File: config.mk
export PLATFORM = sky130hd
export DESIGN_NAME = tlsc_line
export DESIGN_NICKNAME = d
export VERILOG_FILES = /design/src/tlsc_pkg.sv /design/src/tlsc_line.sv
export SDC_FILE = /design/constraint.sdc
export NUM_CORES = 1
export LEC_CHECK = 0
export ABC_AREA = 1
export BUFFER_PORTS_ARGS = -buffer_cell sky130_fd_sc_hd__buf_2
export CAP_MARGIN = 20
export CORE_AREA = 2 2 128 180
export DETAILED_ROUTE_END_ITERATION = 12
export DIE_AREA = 0 0 130 182
export PLACE_DENSITY = 0.72
export SLEW_MARGIN = 30
export SYNTH_ARGS = -nofsm -noshare
export SYNTH_HDL_FRONTEND = slang
export SYNTH_SLANG_ARGS = --single-unit
export TNS_END_PERCENT = 100
File: constraint.sdc
create_clock -name clock -period 11.05 [get_ports clock]
set_clock_uncertainty 0.2 [all_clocks]
set_input_delay 1.6575 -clock clock [delete_from_list [all_inputs] [get_ports clock]]
set_output_delay 1.6575 -clock clock [all_outputs]
set_load 0.01 [all_outputs]
File: src/tlsc_pkg.sv
`default_nettype none

package tlsc_pkg;

   // Width of the per-line byte counter and of the column indexes.
   localparam int COUNT_WIDTH = 20;

   localparam int LEN_W       = 16;
   localparam int LINE_W      = 32;
   localparam int COL_W       = 20;
   localparam int KIND_W      = 2;
   localparam int MAX_RESULTS = 3;
   localparam int QUEUE_DEPTH = 6;
   localparam int CSR_ADDR_W  = 4;
   localparam int CSR_DATA_W  = 32;

   localparam logic [COUNT_WIDTH-1:0] COUNT_MAX = '1;
   localparam logic [COL_W-1:0]       COL_MAX   = '1;
   localparam logic [LINE_W-1:0]      LINE_MAX  = '1;

   localparam logic [7:0] CH_LF  = 8'h0A;
   localparam logic [7:0] CH_CR  = 8'h0D;
   localparam logic [7:0] CH_TAB = 8'h09;
   localparam logic [7:0] CH_SP  = 8'h20;

   localparam logic CMD_BYTE = 1'b0;
   localparam logic CMD_END  = 1'b1;

   typedef enum logic [KIND_W-1:0] {
      KIND_LONG  = 2'd0,
      KIND_TAB   = 2'd1,
      KIND_TRAIL = 2'd2
   } kind_type;

   typedef enum logic [1:0] {
      REG_MAX_LEN  = 2'd0,
      REG_TAB_EN   = 2'd1,
      REG_TRAIL_EN = 2'd2
   } reg_index_type;

   typedef struct packed {
      logic [LEN_W-1:0] max_line_length;
      logic             tab_check_enable;
      logic             trailing_check_enable;
   } cfg_type;

   typedef struct packed {
      logic [KIND_W-1:0] violation_kind;
      logic [LINE_W-1:0] line_number;
      logic [COL_W-1:0]  column_number;
      logic              last_of_line;
   } result_type;

   typedef struct packed {
      logic [1:0]                   count;
      result_type [MAX_RESULTS-1:0] items;
   } burst_type;

   // One-based column from a zero-based index, saturating at the column maximum.
   function automatic logic [COL_W-1:0] to_column(input logic [COUNT_WIDTH-1:0] idx);
      logic [32:0] sum;
      sum = 33'(idx) + 33'd1;
      if (sum > 33'(COL_MAX)) begin
         return COL_MAX;
      end
      return sum[COL_W-1:0];
   endfunction

endpackage

`default_nettype wire

File: src/tlsc_line.sv
`default_nettype none

module tlsc_line (
   input  logic                clock,
   input  logic                reset,
   input  logic                accept,
   input  logic                cmd,
   input  logic [7:0]          text_byte,
   input  tlsc_pkg::cfg_type   cfg,
   output tlsc_pkg::burst_type burst
);
   import tlsc_pkg::*;

   logic [LINE_W-1:0]      line_count_ff, line_count_in;
   logic [COUNT_WIDTH-1:0] byte_count_ff, byte_count_in;
   logic [7:0]             last_byte_ff, last_byte_in;
   logic [7:0]             previous_byte_ff, previous_byte_in;
   logic [COUNT_WIDTH-1:0] run_start_ff, run_start_in;
   logic [COUNT_WIDTH-1:0] run_start_prev_ff, run_start_prev_in;
   logic [COUNT_WIDTH-1:0] first_tab_ff, first_tab_in;
   logic                   tab_seen_ff, tab_seen_in;

   logic [COUNT_WIDTH-1:0] len;
   logic [7:0]             lastc;
   logic [COUNT_WIDTH-1:0] run;
   logic                   flag_long;
   logic                   flag_tab;
   logic                   flag_trail;
   logic [COUNT_WIDTH-1:0] next_count;

   // Line checks, with one trailing CR dropped.
   always_comb begin
      len   = byte_count_ff;
      lastc = last_byte_ff;
      run   = run_start_ff;
      if (byte_count_ff != '0 && last_byte_ff == CH_CR) begin
         len   = byte_count_ff - COUNT_WIDTH'(1);
         lastc = previous_byte_ff;
         run   = run_start_prev_ff;
      end
      flag_long  = (cfg.max_line_length != '0) &&
                   (len > COUNT_WIDTH'(cfg.max_line_length));
      flag_tab   = cfg.tab_check_enable && tab_seen_ff;
      flag_trail = cfg.trailing_check_enable && (len != '0) &&
                   (lastc == CH_SP || (lastc == CH_TAB && !flag_tab));
   end

   // Pack the violations that fired into consecutive slots, in report order.
   always_comb begin
      logic [1:0] n;
      result_type item;
      n           = 2'd0;
      burst.items = '0;
      item        = '0;
      item.line_number = line_count_ff;
      if (flag_long) begin
         item.violation_kind = KIND_LONG;
         item.column_number  = to_column(COUNT_WIDTH'(cfg.max_line_length));
         burst.items[n]      = item;
         n                   = n + 2'd1;
      end
      if (flag_tab) begin
         item.violation_kind = KIND_TAB;
         item.column_number  = to_column(first_tab_ff);
         burst.items[n]      = item;
         n                   = n + 2'd1;
      end
      if (flag_trail) begin
         item.violation_kind = KIND_TRAIL;
         item.column_number  = to_column(run);
         burst.items[n]      = item;
         n                   = n + 2'd1;
      end
      for (int k = 0; k < MAX_RESULTS; k++) begin
         burst.items[k].last_of_line = (2'(k) + 2'd1 == n);
      end
      // Only a line close reports anything.
      burst.count = (cmd == CMD_END || text_byte == CH_LF) ? n : 2'd0;
   end

   assign next_count = (byte_count_ff == COUNT_MAX) ? COUNT_MAX
                                                    : byte_count_ff + COUNT_WIDTH'(1);

   always_comb begin
      line_count_in     = line_count_ff;
      byte_count_in     = byte_count_ff;
      last_byte_in      = last_byte_ff;
      previous_byte_in  = previous_byte_ff;
      run_start_in      = run_start_ff;
      run_start_prev_in = run_start_prev_ff;
      first_tab_in      = first_tab_ff;
      tab_seen_in       = tab_seen_ff;
      if (accept) begin
         if (cmd == CMD_END || text_byte == CH_LF) begin
            if (cmd == CMD_END) begin
               line_count_in = LINE_W'(1);
            end else if (line_count_ff != LINE_MAX) begin
               line_count_in = line_count_ff + LINE_W'(1);
            end
            byte_count_in     = '0;
            last_byte_in      = '0;
            previous_byte_in  = '0;
            run_start_in      = '0;
            run_start_prev_in = '0;
            first_tab_in      = '0;
            tab_seen_in       = 1'b0;
         end else begin
            if (text_byte == CH_TAB && !tab_seen_ff) begin
               tab_seen_in  = 1'b1;
               first_tab_in = byte_count_ff;
            end
            run_start_prev_in = run_start_ff;
            if (text_byte != CH_SP && text_byte != CH_TAB) begin
               run_start_in = next_count;
            end
            previous_byte_in = last_byte_ff;
            last_byte_in     = text_byte;
            byte_count_in    = next_count;
         end
      end
   end

   always_ff @(posedge clock) begin
      if (reset) begin
         line_count_ff     <= LINE_W'(1);
         byte_count_ff     <= '0;
         last_byte_ff      <= '0;
         previous_byte_ff  <= '0;
         run_start_ff      <= '0;
         run_start_prev_ff <= '0;
         first_tab_ff      <= '0;
         tab_seen_ff       <= 1'b0;
      end else begin
         line_count_ff     <= line_count_in;
         byte_count_ff     <= byte_count_in;
         last_byte_ff      <= last_byte_in;
         previous_byte_ff  <= previous_byte_in;
         run_start_ff      <= run_start_in;
         run_start_prev_ff <= run_start_prev_in;
         first_tab_ff      <= first_tab_in;
         tab_seen_ff       <= tab_seen_in;
      end
   end

endmodule

`default_nettype wire

==> results of run 1 <==
power groups by stage:
stage	clock, mW	sequential (mW)	combinational [mW]
3_3_place_gp	0	0.498	0.178
3_5_place_dp	0	0.498	0.179
4_1_cts	0.550	0.488	0.180
2_1_floorplan	0	0.488	0.129
6_report	0.548	0.488	0.181
5_1_grt	0.569	0.489	0.201
cells in the final DEF, fill, tap and decap left out, types with 29 or more instances in the layout:
cell type and instances:
nand2_1 502, nor2_1 259, inv_1 222, buf_2 195, a21oi_1 133, nand3_1 130
dfxtp_1 129, nor3_1 62, xor2_1 58, nand4_1 48, o21ai_0 44, ha_1 29
sequential cells by signal (all words and copies together), names as in the netlist:
signal	flops
run_start_prev_ff	20
line_count_ff	32
tab_seen_ff	1
first_tab_ff	20
run_start_ff	20
byte_count_ff	20
last_byte_ff	8
previous_byte_ff	8
cell type report:
cell class                      instances  area [um2]  area share, %
Inverter                              238       894.6          7.183
Timing Repair Buffer                  207        1070          8.590
Tap cell                              301       376.6          3.024
Multi-Input combinational cell       1408        6960          55.89
Sequential cell                       129        2582          20.74
Clock buffer                           18       439.2          3.526
Clock inverter                         14       131.4          1.055
worst max path at each step:
stage                     from          to  slack [ns]  depth (start not counted)
2_1_floorplan          cfg[11]  burst[121]        5.07                         19
3_3_place_gp   last_byte_ff[6]  burst[100]        3.13                         27
3_5_place_dp   last_byte_ff[6]   burst[88]        2.91                         27
4_1_cts        last_byte_ff[6]   burst[88]        2.41                         27
5_1_grt        last_byte_ff[6]   burst[81]        1.75                         27
6_report       last_byte_ff[6]   burst[80]        2.37                         27
through the flow:
step | std cells | area [um2] | hold WS (ns) | util, %
4_1_cts | 2315 | 12450 | 0.2603 | 56.08
2_1_floorplan | 1864 | 10890 | 0.2224 | -
5_1_grt | 2315 | 12450 | 0.2806 | 56.09
6_report | 2315 | 12450 | 0.2586 | 56.09
3_3_place_gp | 2283 | 11880 | 0.2452 | 53.50
3_5_place_dp | 2283 | 11880 | 0.2508 | 53.51
layer usage:
layer  up-vias  global-route usage [%]  share of wire, %
li1       6223                       -                 -
met1      5527                   33.38                38
met2       452                   57.93                51
met3       110                   3.094               4.8
met4         0                   18.06               6.0
met5         -                       0                 0
critical path: cells and delay by family (launching register included):
family | cells | cell delay [ns]
xor+xnor | 1 | 0.21
fa+ha+maj | 2 | 0.63
buf+inv | 8 | 2.12
simple gates | 13 | 2.71
flops | 1 | 0.33
compound gates | 3 | 0.37
kinds of logic after synthesis:
family                   synth area share, %
flip-flops                             23.72
other                                0.03445
AND/OR/NAND/NOR                        44.63
XOR/XNOR                               5.149
buffers and inverters                  12.39
adder cells (fa/ha/maj)                3.333
AO/OA/AOI/OAI                          10.74
==> run metrics, run 1 <==
crit path DAT approximately 6.8 ns; largest net degree at the start of global routing 96; hold wc startpoint run_start_prev_ff[13]; IO Port Bufs between 150 and 200; worst reg2reg setup slack around 7.3 ns; Mapped Nets ~1900; cell count after synthesis 1864; R2R Path End line_count_ff[14]; worst-path fanout max 39; vias 12310; Routed Antenna Nets 0; Power, Total between 1 and 1.5 mW; max cap viols 0; TritonCTS Buffers 17; area of the mapped netlist around 11000 um2; DRC 0; FMAX around 120 MHz; Final Slew Violations 0; wire length per cell 15.89 um; slew margin rel. 30.15%; global-route wire length before repair roughly 58 mm; max incr delay on CP between 0.8 and 0.9 ns; Async S/R FF share, synth 0%; most common cell in the netlist nand2_1; CTS Sinks around 130; DR pass1 iterations 5; Yosys cell types 44; pin slew with the least headroom to its limit 1.047 ns; Core Area around 22000 um2; share of the synthesized area in the top cell type roughly a quarter; Fill cells 2337; Rows 65; Startpoint Class register; Reg clk slew, reported paths approximately 0.060 ns; Clk network pwr share ~45%; WL final about 37 mm; RSZ-0062 raised after global routing no; crit path kind register to primary output; period utilization between 70% and 80%; Antenna Diode Count 0; gpl congestion roughly 0.95; Power Dens Cells a little under 100 nW/um2; Hold Buf Count CTS 0; Clock Latency Late Sink approximately 0.43 ns; number of global-route vias before repair 11750; post-cts sizing count 0; CP Capture Type primary output; Layout Nets between 2000 and 2500; Yosys top cell by area dfxtp_1; Root Buffer clkbuf_16; Die Span X around 130 um; P_int 0.8457 mW; TritonCTS clock tree built; total grt overflow 0; minimum clock period between 8 and 9 ns; Logic pwr share ~15%; final worst slack ~2.4 ns; All-Layer GR Usage 31.16%; Initial Util approximately half; synthesis warning total 0; Setup WS pre-CTS about 2.9 ns; worst reg-to-reg path cell count 11; share of cells above drive strength 1 between 10% and 20%; Area Overhead vs Synth 14.41%; hold depth 2; Die Ht around 180 um; vias per cell ~5.3; Seq pwr share around 40%; Setup TNS Final 0 ns; DRT iter0 DRCs between 800 and 900; Synth area leaders dfxtp_1 24%, nand2_1 17%, nor2_1 8.9%; Post-synth EDFFs 0; io pins between 150 and 200; postcts setup bufs 0; top_reg_cell synth dfxtp_1; HP Class register to register; FF-to-FF Start line_count_ff[6]; switching share of power just over 30%; Die Area ~24000 um2; leakage power about 6 nW; Top cell by count, worst path nand2_1; CP required a little over 9 ns; Synth Area per Inst 5.840 um2; Max Root-Sink Buffers 2; net switching power 0.3706 mW; final hold violation count 0; peak supply drop roughly 0.00010 V; antenna violations before repair 0; Synth Register Bits 129; detailed placer's ending HPWL between 20 and 30 mm; final setup fails 0; sequential share of the synthesized area about a quarter; CP max-delay cell nor2_2; status complete, no violations; H-tree depth 4; commonest cells in the netlist 502 x nand2_1, 259 x nor2_1, 224 x inv_1, 133 x a21oi_1, 130 x nand3_1; worst hold endpoint run_start_prev_ff[13]
Note: power is estimated with default switching activity, not from simulation.
==> run 2: changes to the inputs <==
clock period = 8.9 ns   (was 11.05 ns; I/O delays follow)
==> run 2 against run 1 <==
Design area is 0.54% higher. Combinational power is 26% higher. Via count is 1.4% higher. Non-clock buffer count is 2 higher. Utilization is 0.30 points higher.
==> run metrics, run 2 (synthesis gave the netlist of run 1 again) <==
share of cells above drive strength 1 15.33% (was 15.24%); detailed placer's ending HPWL 29.38 mm (was 28.84 mm); most frequent cells in the layout 502 x nand2_1, 259 x nor2_1, 222 x inv_1 (unchanged); Fill cells 2366 (was 2337); TritonCTS Buffers 17 (unchanged); busiest grt layer met2 (unchanged); max cap viols 0 (unchanged); CP required 7.36 ns (was 9.19 ns); met1 global-route usage 34.56% (was 33.38%); number of global-route vias before repair 11770 (was 11750); Layout Nets 2062 (was 2060); slew margin rel. 51.14% (was 30.15%); global-route wire length before repair 59.44 mm (was 58.39 mm); largest net degree at the start of global routing 95 (was 96); period utilization 90.00%; total grt overflow 0 (unchanged); peak supply drop 0.0001199 V (was 0.0001009 V); final setup fails 0 (unchanged); max incr delay on CP 0.60 ns (was 0.81 ns); Final Slew Violations 0 (unchanged); HP Class register to register (unchanged); wire length per cell 16.33 um (was 15.89 um); Power Dens Cells 126.1 nW/um2 (was 97.66 nW/um2); H-tree depth 4 (unchanged); placed insts 2285 (was 2283); Routed Antenna Nets 0 (unchanged); FMAX about 120 MHz; vias per cell 5.387 (was 5.318); Root Buffer clkbuf_16 (unchanged); RSZ-0062 raised after global routing no (unchanged); vias 12480 (was 12310); antenna violations before repair 0 (unchanged); Area Overhead vs Synth 15.03% (was 14.41%); max FFs per register 32 (unchanged); pin slew with the least headroom to its limit 0.7329 ns (was 1.047 ns); Die Span X 130 um (unchanged); Initial Util 49.03% (unchanged); Clock Latency Late Sink 0.43 ns (about the same); gpl congestion 0.9873 (was 0.9456); final worst slack 0.8903 ns (was 2.368 ns); DRC 0 (unchanged); non-filler cells, final 2317 (was 2315); Antenna Diode Count 0 (unchanged); Hold Buf Count CTS 0 (unchanged); met3 GRT Util 3.565% (was 3.094%); largest reg by FF count line_count_ff (unchanged); post-cts sizing count 0 (unchanged); postcts setup bufs 0 (unchanged); io pins 197 (unchanged); crit path DAT 6.47 ns (was 6.82 ns); Die Ht 182 um (unchanged); Rows 65 (unchanged); CP Capture Type primary output (unchanged); CP max-delay cell inv_1 (was nor2_2); worst-path fanout max 39 (unchanged); Core Area 22200 um2 (unchanged); Die Area 23660 um2 (unchanged); IO Port Bufs 195 (unchanged); Startpoint Class register (unchanged); WL final 37.84 mm (was 36.80 mm); Reg clk slew, reported paths 0.06 ns (about the same); CTS Sinks 129 (unchanged); most common cell after layout, fill and taps aside nand2_1 (unchanged); Top cell by count, worst path nand2_1 (unchanged); All-Layer GR Usage 31.89% (was 31.16%); leakage power 6.021 nW (was 5.975 nW); Setup TNS Final 0 ns (unchanged); DRT iter0 DRCs 1023 (was 805); Setup WS pre-CTS 1.405 ns (was 2.908 ns); final hold violation count 0 (unchanged); minimum clock period 8.010 ns; status complete, no violations (unchanged); crit path kind register to primary output (unchanged); Max Root-Sink Buffers 2 (unchanged); DR pass1 iterations 6 (was 5); M2 GR Usage 57.91% (was 57.93%); TritonCTS clock tree built (unchanged)
-- run 2: cell count changes in the layout (fill, tap and decap cells not counted) --
cell,before,now
buf_4,11,13
clkinvlp_4,4,0
inv_6,3,6
clkinv_4,4,5
bufinv_16,1,3
clkinv_2,3,1
inv_8,0,1
clkbuf_8,1,0
-- run 2: layout make-up --
type | instances | area, um2 | area share (%)
repair buffers | 209 | 1085 | 8.663
inverters | 238 | 894.6 | 7.144
clock buffers | 17 | 425.4 | 3.397
flip-flops and latches | 129 | 2582 | 20.62
clock inverters | 15 | 197.7 | 1.579
multi-input cells | 1408 | 6960 | 55.59
well taps | 301 | 376.6 | 3.008
-- run 2: where the power goes --
group	switching [mW]	internal (mW)	leakage (nW)
registers	0.0176	0.587	1.04
logic	0.160	0.0689	4.67
clock network	0.296	0.450	0.306
total	0.473	1.11	6.02
-- run 2: metrics by stage --
| step | area, um2 | hold WS, ns | util [%] | power, mW |
|---|---|---|---|---|
| after floorplan | 10890 | 0.2224 | - | 0.7671 |
| after global routing | 12520 | 0.2785 | 56.40 | 1.636 |
| after detailed placement | 11900 | 0.2464 | 53.58 | 0.8420 |
| final | 12520 | 0.2648 | 56.40 | 1.579 |
| after CTS | 12520 | 0.2553 | 56.38 | 1.579 |
| after global placement | 11890 | 0.2343 | 53.57 | 0.8400 |
-- run 2: routing by layer --
metal	vias up	wire length, um
li1	6234	-
met1	5615	14320
met2	515	19060
met3	117	1977
met4	0	2479
met5	-	0
-- run 2: worst paths after layout --
check	startpoint	endpoint	slack, ns	depth (start not counted)
max	byte_count_ff[0]	burst[80]	0.89	29
min	run_start_prev_ff[13]	run_start_prev_ff[13]	0.26	2
max reg2reg	byte_count_ff[0]	byte_count_ff[18]	5.57	17
min reg2reg	run_start_prev_ff[13]	run_start_prev_ff[13]	0.26	2
-- run 2: worst max-delay path: cells and delay by family (launching register included) --
family	cells	cell delay, ns
compound gates	3	0.32
xor+xnor	1	0.23
fa+ha+maj	3	0.89
buf+inv	9	2.21
flops	1	0.44
simple gates	13	1.89
==> run 3: changes to the inputs <==
clock period = 8.2 ns   (was 8.9 ns; I/O delays follow)
==> run 3 against run 2 <==
Sequential power up 8.4%. Largest power group unchanged. Hold slack worse by 0.0018 ns. Global-route usage about the same. Setup slack worse by 0.21 ns. Critical endpoint unchanged. Register-to-register slack worse by 1.0 ns. Clock-buffer cell count up 1.
==> run metrics, run 3 (synthesis gave the netlist of run 1 again) <==
status complete, no violations (unchanged); max incr delay on CP 0.45 ns (was 0.60 ns); Core Area 22200 um2 (unchanged); P_int 1.203 mW (was 1.106 mW); switching share of power 29.43% (was 29.95%); most frequent cells in the layout 502 x nand2_1, 259 x nor2_1, 222 x inv_1 (unchanged); global-route wire length before repair 58.86 mm (was 59.44 mm); DRT iter0 DRCs 758 (was 1023); final hold slack 0.2630 ns (was 0.2648 ns); final worst slack 0.6769 ns (was 0.8903 ns); Max Root-Sink Buffers 2 (unchanged); worst-path fanout max 32 (was 39); largest reg by FF count line_count_ff (unchanged); vias per cell 5.371 (was 5.387); CP required 6.77 ns (was 7.36 ns); share of cells above drive strength 1 15.37% (was 15.33%); vias 12450 (was 12480); Root Buffer clkbuf_16 (unchanged); wire length per cell 16.43 um (was 16.33 um); antenna violations before repair 0 (unchanged); Seq pwr share 38.5% (was 38.3%); Setup TNS Final 0 ns (unchanged); Clk network pwr share 46.8% (was 47.2%); CTS Sinks 129 (unchanged); minimum clock period ~7.5 ns; met1 global-route usage 34.46% (was 34.56%); worst reg2reg setup slack 4.53 ns (was 5.57 ns); Die Span X 130 um (unchanged); met3 GRT Util 3.536% (was 3.565%); FMAX between 100 and 150 MHz; Rows 65 (unchanged); net switching power 0.5016 mW (was 0.4728 mW); total grt overflow 0 (unchanged); most common cell after layout, fill and taps aside nand2_1 (unchanged); io pins 197 (unchanged); detailed placer's ending HPWL 29.99 mm (was 29.38 mm); Die Ht 182 um (unchanged); number of global-route vias before repair 11420 (was 11770); Final Slew Violations 0 (unchanged); WL final 38.08 mm (was 37.84 mm); period utilization around nine tenths; slew margin rel. 46.16% (was 51.14%); Logic pwr share 14.7% (was 14.5%); post-cts sizing count 0 (unchanged); crit path DAT 6.09 ns (was 6.47 ns); All-Layer GR Usage 31.89% (about the same); Routed Antenna Nets 0 (unchanged); CP max-delay cell inv_1 (unchanged); final setup fails 0 (unchanged); IO Port Bufs 195 (unchanged); Clock Latency Late Sink 0.43 ns (about the same); worst reg-to-reg path cell count 12 (was 17); postcts setup bufs 0 (unchanged); TritonCTS Buffers 17 (unchanged); gpl congestion 0.9998 (was 0.9873); CP Capture Type primary output (unchanged); max cap viols 0 (unchanged); M2 GR Usage 58.41% (was 57.91%); Area Overhead vs Synth 15.08% (was 15.03%); TritonCTS clock tree built (unchanged); RSZ-0062 raised after global routing no (unchanged); Hold Buf Count CTS 0 (unchanged); peak supply drop 0.0001534 V (was 0.0001199 V); Startpoint Class register (unchanged); largest net degree at the start of global routing 97 (was 95); DRC 0 (unchanged); DR pass1 iterations 5 (was 6); Layout Nets 2063 (was 2062); Antenna Diode Count 0 (unchanged); pin slew with the least headroom to its limit 0.8046 ns (was 0.7329 ns); max FFs per register 32 (unchanged); hold depth 2 (unchanged); Die Area 23660 um2 (unchanged); final hold violation count 0 (unchanged); leakage power 6.010 nW (was 6.021 nW); busiest grt layer met2 (unchanged); Setup WS pre-CTS 1.217 ns (was 1.405 ns); Initial Util 49.03% (unchanged); Power Dens Cells 136.1 nW/um2 (was 126.1 nW/um2); Reg clk slew, reported paths 0.06 ns (about the same); crit path kind register to primary output (unchanged); Top cell by count, worst path nand2_1 (unchanged); HP Class register to register (unchanged); H-tree depth 4 (unchanged)
==> run 3: cell count changes in the layout (fill, tap and decap cells not counted) <==
cell and change:
inv_6 -3, clkbuf_8 +1, clkinv_4 -1, clkinvlp_4 +4, inv_8 -1, buf_4 +1
==> run 3: final timing paths <==
kind | start | endpoint
max | byte_count_ff[0] | burst[80]
min | previous_byte_ff[5] | previous_byte_ff[5]
max reg2reg | line_count_ff[6] | line_count_ff[18]
min reg2reg | previous_byte_ff[5] | previous_byte_ff[5]
==> run 3: worst max-delay path, delay by kind of cell (launching register included) <==
family | cells | cell delay (ns)
AOI/OAI and AO/OA | 3 | 0.35
xor gates and xnor gates | 1 | 0.22
adders and majority gates | 3 | 0.87
buffers and inverters | 9 | 2.03
DFF | 1 | 0.44
and+or+nand+nor | 13 | 1.70
==> run 3: routing by layer <==
| metal | up-vias | share of wire, % |
|---|---|---|
| met3 | 118 | 5.3 |
| met4 | 0 | 6.1 |
| met1 | 5591 | 38 |
| met2 | 505 | 51 |
| li1 | 6236 | - |
| met5 | - | 0 |
==> run 3: stage by stage <==
step | instances | power [mW] | util [%] | cell area, um2
final | 2318 | 1.704 | 56.42 | 12530
after global routing | 2318 | 1.763 | 56.42 | 12530
after CTS | 2318 | 1.705 | 56.40 | 12520
after detailed placement | 2286 | 0.9156 | 53.61 | 11900
after global placement | 2286 | 0.9148 | 53.60 | 11900
after floorplan | 1864 | 0.8326 | - | 10890
==> run 3: area by class of cell <==
class	count	area, um2
Fill cell	2380	9676
Tap cell	301	376.6
Clock buffer	18	439.2
Timing Repair Buffer	210	1092
Inverter	238	894.6
Clock inverter	14	181.4
Sequential cell	129	2582
Multi-Input combinational cell	1408	6960
==> run 3: power groups by stage <==
| stage | logic, mW | registers (mW) | clock network, mW |
|---|---|---|---|
| 3_5_place_dp | 0.246 | 0.669 | 0 |
| 5_1_grt | 0.278 | 0.657 | 0.827 |
| 3_3_place_gp | 0.246 | 0.669 | 0 |
| 2_1_floorplan | 0.174 | 0.658 | 0 |
| 4_1_cts | 0.247 | 0.656 | 0.802 |
| 6_report | 0.250 | 0.656 | 0.798 |
